==> src/km2d_divider.sv <==
// Restoring divider, one quotient bit per cycle.
module km2d_divider #(
    parameter int NUM_BITS = 26,
    parameter int DEN_BITS = 11
) (
    input  logic                clk,
    input  logic                rst_n,
    input  logic                start,
    input  logic [NUM_BITS-1:0] numer,
    input  logic [DEN_BITS-1:0] denom,
    output logic                busy,
    output logic [NUM_BITS-1:0] quot
);
    localparam int CNT_BITS = $clog2(NUM_BITS + 1);

    logic [NUM_BITS-1:0] quot_reg, quot_next;
    logic [DEN_BITS:0]   rem_reg, rem_next;
    logic [DEN_BITS-1:0] den_reg;
    logic [CNT_BITS-1:0] cnt_reg, cnt_next;
    logic [DEN_BITS:0]   trial;

    always_comb
    begin
        quot_next = quot_reg;
        rem_next  = rem_reg;
        cnt_next  = cnt_reg;
        trial     = {rem_reg[DEN_BITS-1:0], quot_reg[NUM_BITS-1]};
        if (start)
        begin
            quot_next = numer;
            rem_next  = '0;
            cnt_next  = CNT_BITS'(NUM_BITS);
        end
        else if (cnt_reg != '0)
        begin
            if (trial >= {1'b0, den_reg})
            begin
                rem_next  = trial - {1'b0, den_reg};
                quot_next = {quot_reg[NUM_BITS-2:0], 1'b1};
            end
            else
            begin
                rem_next  = trial;
                quot_next = {quot_reg[NUM_BITS-2:0], 1'b0};
            end
            cnt_next = cnt_reg - 1'b1;
        end
    end

    always_ff @(posedge clk or negedge rst_n)
    begin
        if (!rst_n)
        begin
            cnt_reg <= '0;
        end
        else
        begin
            cnt_reg <= cnt_next;
        end
    end

    always_ff @(posedge clk)
    begin
        quot_reg <= quot_next;
        rem_reg  <= rem_next;
        if (start)
        begin
            den_reg <= denom;
        end
    end

    assign busy = (cnt_reg != '0);
    assign quot = quot_reg;
endmodule

==> config.mk <==
export PLATFORM = sky130hd
export DESIGN_NAME = km2d_divider
export DESIGN_NICKNAME = d
export VERILOG_FILES = /design/src/km2d_divider.sv
export SDC_FILE = /design/constraint.sdc
export NUM_CORES = 1
export LEC_CHECK = 0
export BUFFER_PORTS_ARGS = -buffer_cell sky130_fd_sc_hd__buf_2
export CORE_MARGIN = 2
export CORE_UTILIZATION = 51
export CTS_BUF_LIST = sky130_fd_sc_hd__clkbuf_4
export CTS_CLUSTER_DIAMETER = 150
export DETAILED_ROUTE_END_ITERATION = 8
export PLACE_DENSITY_LB_ADDON = 0.08
export SETUP_SLACK_MARGIN = 0.4
export SLEW_MARGIN = 20
export SYNTH_ARGS = -nofsm -noshare
export SYNTH_HDL_FRONTEND = slang
export SYNTH_SLANG_ARGS = --single-unit
==> constraint.sdc <==
create_clock -name clk -period 3.6 [get_ports clk]
set_input_delay 0.18 -clock clk [delete_from_list [all_inputs] [get_ports clk]]
set_output_delay 0.18 -clock clk [all_outputs]
set_load 0.02 [all_outputs]
==> qor.csv, run 1 <==
metric,value,unit
dieArea,6242,um2
synthArstFlopShare,0.09434,
critPathArrivalTime,2.35,ns
setup_viol,0,
tightest_slew,0.7847,ns
power.leakage,1.454,nW
ios,67,
ctsHtreeMaxLevel,2,
synth_ff_type,edfxtp_1,
worst-setup-path-type,flop to output pin,
antenna_found_initial,0,
synth_area,2869,um2
drt_pass1_iterations,5,
synth_top_area_frac,0.3873,
wl_met1,2629,um
max_freq,394.9,MHz
run_status,finished clean,
yosysSeqAreaShare,0.5076,
clk_pin_slew,0.16,ns
wl_met3,212,um
cts_resized,0,
hold_class,input pin to flop,
grt.total_usage,0.1773,
dp_hpwl,3815,um
finalHoldViolations,0,
clock_latency,0.37,ns
clock_sinks,53,
drive_gt1_frac,0.3679,
postRouteAntennaNets,0,
final_cells,390,
first_global_vias,1886,
period_minus_slack,2.532,ns
synth_fp_nets,295,
remaining_drc_errors,0,
diodes,0,
rrSetupSlack,1.10,ns
ys_top_cells_by_area,"edfxtp_1, mux2_2, dfxtp_1, ha_1, dfrtp_1",
ys_ff_latch,53,
startpoint_type,flop,
nFillCells,467,
slew_violations,0,
grt_pass1_wl,8680,um
post_synth.cell_area_avg,11.90,um2
initial_utilization,0.5242,
mostFrequentLayoutCells,"buf_2, edfxtp_1, mux2_2",
num-nets-final,371,
cts_tree,yes,
num_rows,27,
synth_top_cell_by_area,edfxtp_1,
rsz0062_at_grt,no,
grt-ovfl-total,0,
die_h,79.01,um
vdd_ir_drop_max,211.6,uV
finalSetupTns,0,ns
path_max_fanout,19,
slew_headroom,0.4769,
synth_cells,241,
cts_buffer_depth,2,
period_share,0.7033,
drt_iter0_markers,68,
via_count,2057,
critPathRequiredTime,3.42,ns
fin_skew,0.01542,ns
largest_reg_flops,26,
ys_warn_count,0,
routedWlPerCell,13.90,um
cts_made_buffers,5,
synth_edf_count,37,
drv_cap,0,
final_common_cell,buf_2,
fin_util,0.6276,
core,5473,um2
gp_congestion,0.7847,
areaGrowthSynthToFinish,19.71,%
critPathCaptureType,output pin,
grt_max_degree,39,
finalWirelength,5420,um
cts_root_buf,clkbuf_4,
powerDensity,367.3,nW/um2
highest_layer,met4,
routed-wl-met2,2549,um
synth_cell_types,53,
place_inst,370,
fp.dieW,79.01,um
portBuffers,66,
vias_per_cell,5.274,
[Yosys cell counts (4+ instances only)]
cell type	n
mux2_2	26
clkbuf_1	8
ha_1	13
nand2_1	17
inv_1	17
a21o_1	4
a21oi_1	9
nand3_1	6
edfxtp_1	37
dfrtp_1	5
a211oi_1	4
o21ai_0	6
nor2_1	17
dfxtp_1	11
xnor2_1	5
[where the power goes]
| part | switching (mW) | total [mW] | internal (mW) |
|---|---|---|---|
| combinational | 0.137 | 0.256 | 0.119 |
| sequential | 0.0233 | 0.728 | 0.705 |
| clock | 0.191 | 0.277 | 0.0862 |
[per-layer routing]
metal / track usage / vias to the layer above
li1: - / 1045
met1: 0.2381 / 968
met2: 0.2864 / 42
met3: 0.04318 / 2
met4: 0.05172 / 0
met5: 0 / -
[stage by stage]
step	hold WS (ns)	setup WS (ns)	power, mW	instance area [um2]
2_1_floorplan	-0.1156	1.148	0.9116	2869
3_3_place_gp	0.002113	1.204	0.9861	3256
3_5_place_dp	0.004937	1.144	0.9896	3256
4_1_cts	0.07839	1.048	1.274	3435
5_1_grt	0.07256	0.9145	1.320	3435
6_report	0.08362	1.068	1.261	3435
[layout make-up]
class,count,area [um2],area share
multi-input combinational,158,1289,0.3752
tap,72,90.09,0.02623
sequential,53,1456,0.4240
timing repair buffer,81,473.0,0.1377
clock inverter,2,13.76,0.004007
clock buffer,6,45.04,0.01311
inverter,18,67.56,0.01967
[cell families (layout without fill, tap and decap cells)]
logic type | count (synthesis) | after routing | synth area share
adder cells (fa/ha/maj) | 14 | 14 | 0.06367
AND/OR/NAND/NOR | 59 | 59 | 0.1029
flip-flops | 53 | 53 | 0.5076
buffers and inverters | 30 | 107 | 0.04317
XOR/XNOR | 5 | 5 | 0.01526
multiplexers | 29 | 29 | 0.1125
AO/OA/AOI/OAI | 51 | 51 | 0.1548
[worst paths after layout]
check,from,end,cells after the start
worst min-delay path,numer[0],quot[0],3
worst max register to register,quot[25],rem_reg[4],9
worst max-delay path,cnt_reg[0],busy,6
min in group asynchronous,rst_n,cnt_reg[2],2
worst min register to register,rem_reg[8],rem_reg[8],2
max in group asynchronous,rst_n,cnt_reg[3],2
[worst max-delay path, cell delays in order, from the launching register on]
cell	delay, ns
dfrtp_1	0.40
inv_1	0.12
ha_1	0.19
nor4b_2	0.19
buf_4	0.24
clkinv_1	0.49
buf_2	0.35
[timing repair]
item,CTS,global route
hold endpoints to repair,16,0
hold buffers,12,0
setup buffers,0,0
No activity file was read; power rests on OpenSTA's default activity.
==> inputs of run 2 (changes only) <==
- clock period: 3.6 -> 2.5 ns (I/O delays scaled with it)
==> run 2 against run 1 <==
Net effect:
- core utilization up 5.3 points
- critical path depth up 4
- global-route usage is 1.6 points higher
- combinational power grew 61%
- via count up 7.3%
- non-clock buffer count up 23
- largest cell class unchanged
- sequential cell count unchanged
- highest routed layer unchanged
- clock skew fell by 0.0061 ns
- setup slack got worse by 0.86 ns
==> qor.csv, run 2 (synthesis results as in run 1) <==
metric,value,unit
nFillCells,442,
ios,67,
path_common_cell,buf_6,
final_common_cell,buf_2,
reg2reg_depth,10,
fin_skew,0.009284,ns
slew_headroom,0.6652,
critPathArrivalTime,2.59,ns
min_from,numer[12],
diodes,0,
slew_violations,0,
power.leakage,1.576,nW
num-nets-final,395,
clock_sinks,53,
worst-setup-path-type,flop to flop,
dp_hpwl,3884,um
multi_input_area,1383,um2
drt_pass1_iterations,4,
slowest_delay,0.39,ns
finalHoldViolations,0,
cts_root_buf,clkbuf_4,
setup_viol,0,
place_inst,373,
vdd_ir_drop_max,265.4,uV
grt_pass1_wl,9390,um
powerDensity,501.5,nW/um2
finalWirelength,5937,um
startpoint_type,flop,
run_status,finished clean,
mostFrequentLayoutCells,"buf_2, edfxtp_1, mux2_2, buf_4, nor2_1",
grt-ovfl-total,0,
grt.total_usage,0.1936,
rsz0062_at_grt,yes,
critPathRequiredTime,2.80,ns
period_share,0.9155,
period_minus_slack,2.289,ns
rrSetupSlack,0.21,ns
first_global_vias,2039,
internal_power,1.337,mW
final_cells,414,
remaining_drc_errors,0,
grt_max_degree,27,
core,5473,um2
max_freq,436.9,MHz
areaGrowthSynthToFinish,29.92,%
cts_made_buffers,5,
gp_congestion,0.8188,
dieArea,6242,um2
clkPwrFrac,0.217,
antenna_found_initial,0,
cts_buffer_depth,2,
ctsHtreeMaxLevel,2,
routedWlPerCell,14.34,um
seq_area,1458,um2
num_rows,27,
drt_iter0_markers,192,
pwr-share-comb,0.221,
hold_depth,2,
power.switching,0.5323,mW
hold_class,input pin to flop,
portBuffers,66,
tightest_slew,0.5021,ns
initial_utilization,0.5242,
pre_cts_ws,0.1521,ns
holdPathEnd,quot[12],
crit_family,compound AO/OA/AOI/OAI gates,
largest_reg_flops,26,
critPathBufInv,3,
fp.dieW,79.01,um
setup_ws,0.2113,ns
path_max_fanout,5,
vias_per_cell,5.331,
via_count,2207,
cts_tree,yes,
drive_gt1_frac,0.4561,
postRouteAntennaNets,0,
drv_cap,0,
seqPwrFrac,0.562,
path_cells,inv_1 > ha_2 > fa_2 > nand2b_4 > a21o_1 > a22oi_4 > o31ai_4 > buf_6 > buf_6 > a211o_1,
clock_latency,0.38,ns
p_sw_frac,0.2848,
r2r_start,quot[25],
clk_pin_slew,0.16,ns
reg2reg_to,rem_reg[1],
slowest_stage,edfxtp_1,
critPathCaptureType,flop,
die_h,79.01,um
finalSetupTns,0,ns
-- run 2: timing repair --
| action | in CTS | in global routing |
|---|---|---|
| buffers inserted | 14 | 3 |
| endpoints found under the hold margin | 16 | 3 |
| cloned | 1 | 0 |
| gates resized for setup | 12 | 10 |
| pin swaps | 10 | 12 |
| hold buffers | 12 | 3 |
| endpoints found under the setup margin | 13 | 12 |
-- run 2: final cells by class --
class | count | share of cell area
clock inverters | 2 | 0.004028
repair buffers | 104 | 0.1793
flip-flops and latches | 53 | 0.3911
multi-input cells | 159 | 0.3709
inverters | 18 | 0.01846
clock buffers | 6 | 0.01208
well taps | 72 | 0.02417
-- run 2: per-layer routing --
metal	global-route usage	wire, um	vias to the layer above
li1	-	-	1104
met1	0.2548	2730	1045
met2	0.3144	2886	51
met3	0.05114	257	7
met4	0.05862	63	0
met5	0	0	-
-- run 2: how the worst max path moves through the flow --
stage,from,endpoint,cells after the start
after floorplan,quot[25],rem_reg[3],10
after global placement,rem_reg[8],rem_reg[9],7
after detailed placement,rem_reg[8],rem_reg[4],7
after CTS,quot[25],rem_reg[5],10
after global routing,quot[25],rem_reg[10],10
final,quot[25],rem_reg[1],10
-- run 2: power groups by stage --
stage               sequential [mW]  combinational [mW]  clock (mW)
global route                   1.06               0.448       0.453
detailed placement             1.07               0.363           0
global placement               1.07               0.361           0
finish                         1.05               0.412       0.406
CTS                            1.05               0.397       0.418
floorplan                      1.12               0.197           0
-- run 2: per-stage QoR --
step                      instance area (um2)  utilization  total power, mW  hold WS, ns
after detailed placement                 3291       0.6013            1.432     -0.05620
after floorplan                          2882            -            1.318      -0.1706
final                                    3727       0.6811            1.869      0.02146
after global routing                     3727       0.6811            1.961    0.0008955
after global placement                   3291       0.6013            1.429     -0.05327
after CTS                                3636       0.6644            1.866     0.007458
==> inputs of run 3 (changes only) <==
- clock period: 2.5 -> 2.3 ns (I/O delays scaled with it)
==> run 3 against run 2 <==
Net effect:
- worst hold slack gained 0.0018 ns
- power grew 14%
- setup slack lost 0.17 ns
- critical endpoint is now quot[0]
- critical path depth shrank 1
- count of clock-buffer cells in the layout is the same
- cell area grew 2.0%
- clock power grew 34%
- register-to-register slack lost 0.17 ns
- sequential power grew 9%
- critical path type unchanged
- highest routed layer unchanged
==> qor.csv, run 3 (synthesis results as in run 1) <==
metric,value,unit
grt_max_degree,31,
cts_made_buffers,5,
routedWlPerCell,14.87,um
grt.total_usage,0.1962,
antenna_found_initial,0,
dieArea,6242,um2
clock_sinks,53,
via_count,2232,
pre_cts_ws,0.06666,ns
setup_viol,0,
path_cells,inv_1 > ha_2 > fa_2 > nand2b_4 > a21o_1 > a22oi_4 > o31ai_4 > buf_4 > o21ai_1,
gp_congestion,0.7954,
power.switching,0.5724,mW
internal_power,1.565,mW
slew_headroom,0.6570,
r2r_start,quot[25],
rrSetupSlack,0.05,ns
seqPwrFrac,0.535,
initial_utilization,0.5242,
ctsHtreeMaxLevel,2,
slew_violations,0,
run_status,finished clean,
diodes,0,
postRouteAntennaNets,0,
vdd_ir_drop_max,442.6,uV
slowest_delay,0.51,ns
drt_iter0_markers,118,
final_area,3801,um2
tightest_slew,0.5146,ns
path_max_fanout,9,
reg2reg_to,quot[0],
total_power,2.137,mW
worst-setup-path-type,flop to flop,
num-nets-final,400,
fin_skew,0.01397,ns
remaining_drc_errors,0,
finalWirelength,6229,um
fp.dieW,79.01,um
critPathCaptureType,flop,
num_rows,27,
setup_ws,0.04508,ns
largest_reg_flops,26,
min_from,numer[18],
hold_class,input pin to flop,
ios,67,
rsz0062_at_grt,yes,
clock_latency,0.38,ns
first_global_vias,2085,
dp_hpwl,4105,um
final_common_cell,buf_2,
critPathRequiredTime,2.44,ns
powerDensity,562.2,nW/um2
portBuffers,66,
finalHoldViolations,0,
cts_buffer_depth,2,
grt-ovfl-total,0,
mostFrequentLayoutCells,"buf_2, edfxtp_1, mux2_2, buf_4, nor2_1",
period_minus_slack,2.255,ns
cts_root_buf,clkbuf_4,
startpoint_type,flop,
grt_pass1_wl,9577,um
pwr-share-comb,0.210,
areaGrowthSynthToFinish,32.49,%
clk_pin_slew,0.16,ns
cts_tree,yes,
core,5473,um2
period_share,0.9804,
clkPwrFrac,0.255,
holdPathEnd,quot[18],
p_sw_frac,0.2678,
die_h,79.01,um
critPathArrivalTime,2.39,ns
place_area,3338,um2
hold_depth,2,
drv_cap,0,
drt_pass1_iterations,4,
slowest_stage,o31ai_4,
vias_per_cell,5.327,
reg2reg_depth,9,
max_freq,443.5,MHz
power.leakage,1.638,nW
drive_gt1_frac,0.4582,
[run 3: worst max path at each step]
stage | endpoint | cells after the start | slack [ns] | from
detailed placement | rem_reg[1] | 8 | 0.07 | den_reg[9]
floorplan | rem_reg[3] | 10 | -0.06 | quot[25]
global placement | rem_reg[7] | 8 | 0.10 | den_reg[9]
global route | rem_reg[2] | 10 | -0.04 | quot[25]
CTS | rem_reg[2] | 9 | 0.04 | den_reg[0]
finish | quot[0] | 9 | 0.05 | quot[25]
[run 3: power groups by stage]
stage	combinational (mW)	clock [mW]	sequential [mW]
floorplan	0.214	0	1.22
global placement	0.401	0	1.16
detailed placement	0.407	0	1.16
CTS	0.436	0.553	1.14
global route	0.486	0.594	1.15
finish	0.449	0.545	1.14
[run 3: timing repair]
item,CTS,global route
pin swaps,15,11
endpoints found under the hold margin,16,0
endpoints found under the setup margin,39,39
hold buffers,12,0
gates resized for setup,8,15
cloned,0,1
setup buffers,11,8
[run 3: worst max-delay path: cells and delay by family, from the launching register on]
kind / cells / cell delay [ns]
AO/OA/AOI/OAI: 4 / 0.84
flip-flops: 1 / 0.41
AND/OR/NAND/NOR: 1 / 0.12
adder cells (fa/ha/maj): 2 / 0.37
buffers and inverters: 2 / 0.27
[run 3: stage by stage]
stage	std cells	hold slack (ns)	util	TNS (ns)
final	419	0.02324	0.6946	0
after global routing	419	0.0003851	0.6946	-0.1590
after CTS	410	0.01299	0.6671	0
after detailed placement	379	-0.06264	0.6100	0
after global placement	379	-0.06527	0.6100	0
after floorplan	241	-0.1806	-	-0.1271
[run 3: routing by layer]
metal / routed length [um] / GRT usage
met1: 2883 / 0.2593
met2: 3037 / 0.3237
met3: 250 / 0.04659
met4: 57 / 0.05517
met5: 0 / 0
[run 3: layout make-up]
class	count	area, um2
clock buffers	6	45.04
clock inverters	2	38.79
fillers	431	1672
inverters	18	71.32
multi-input cells	158	1361
flip-flops and latches	53	1458
well taps	72	90.09
repair buffers	110	737.0
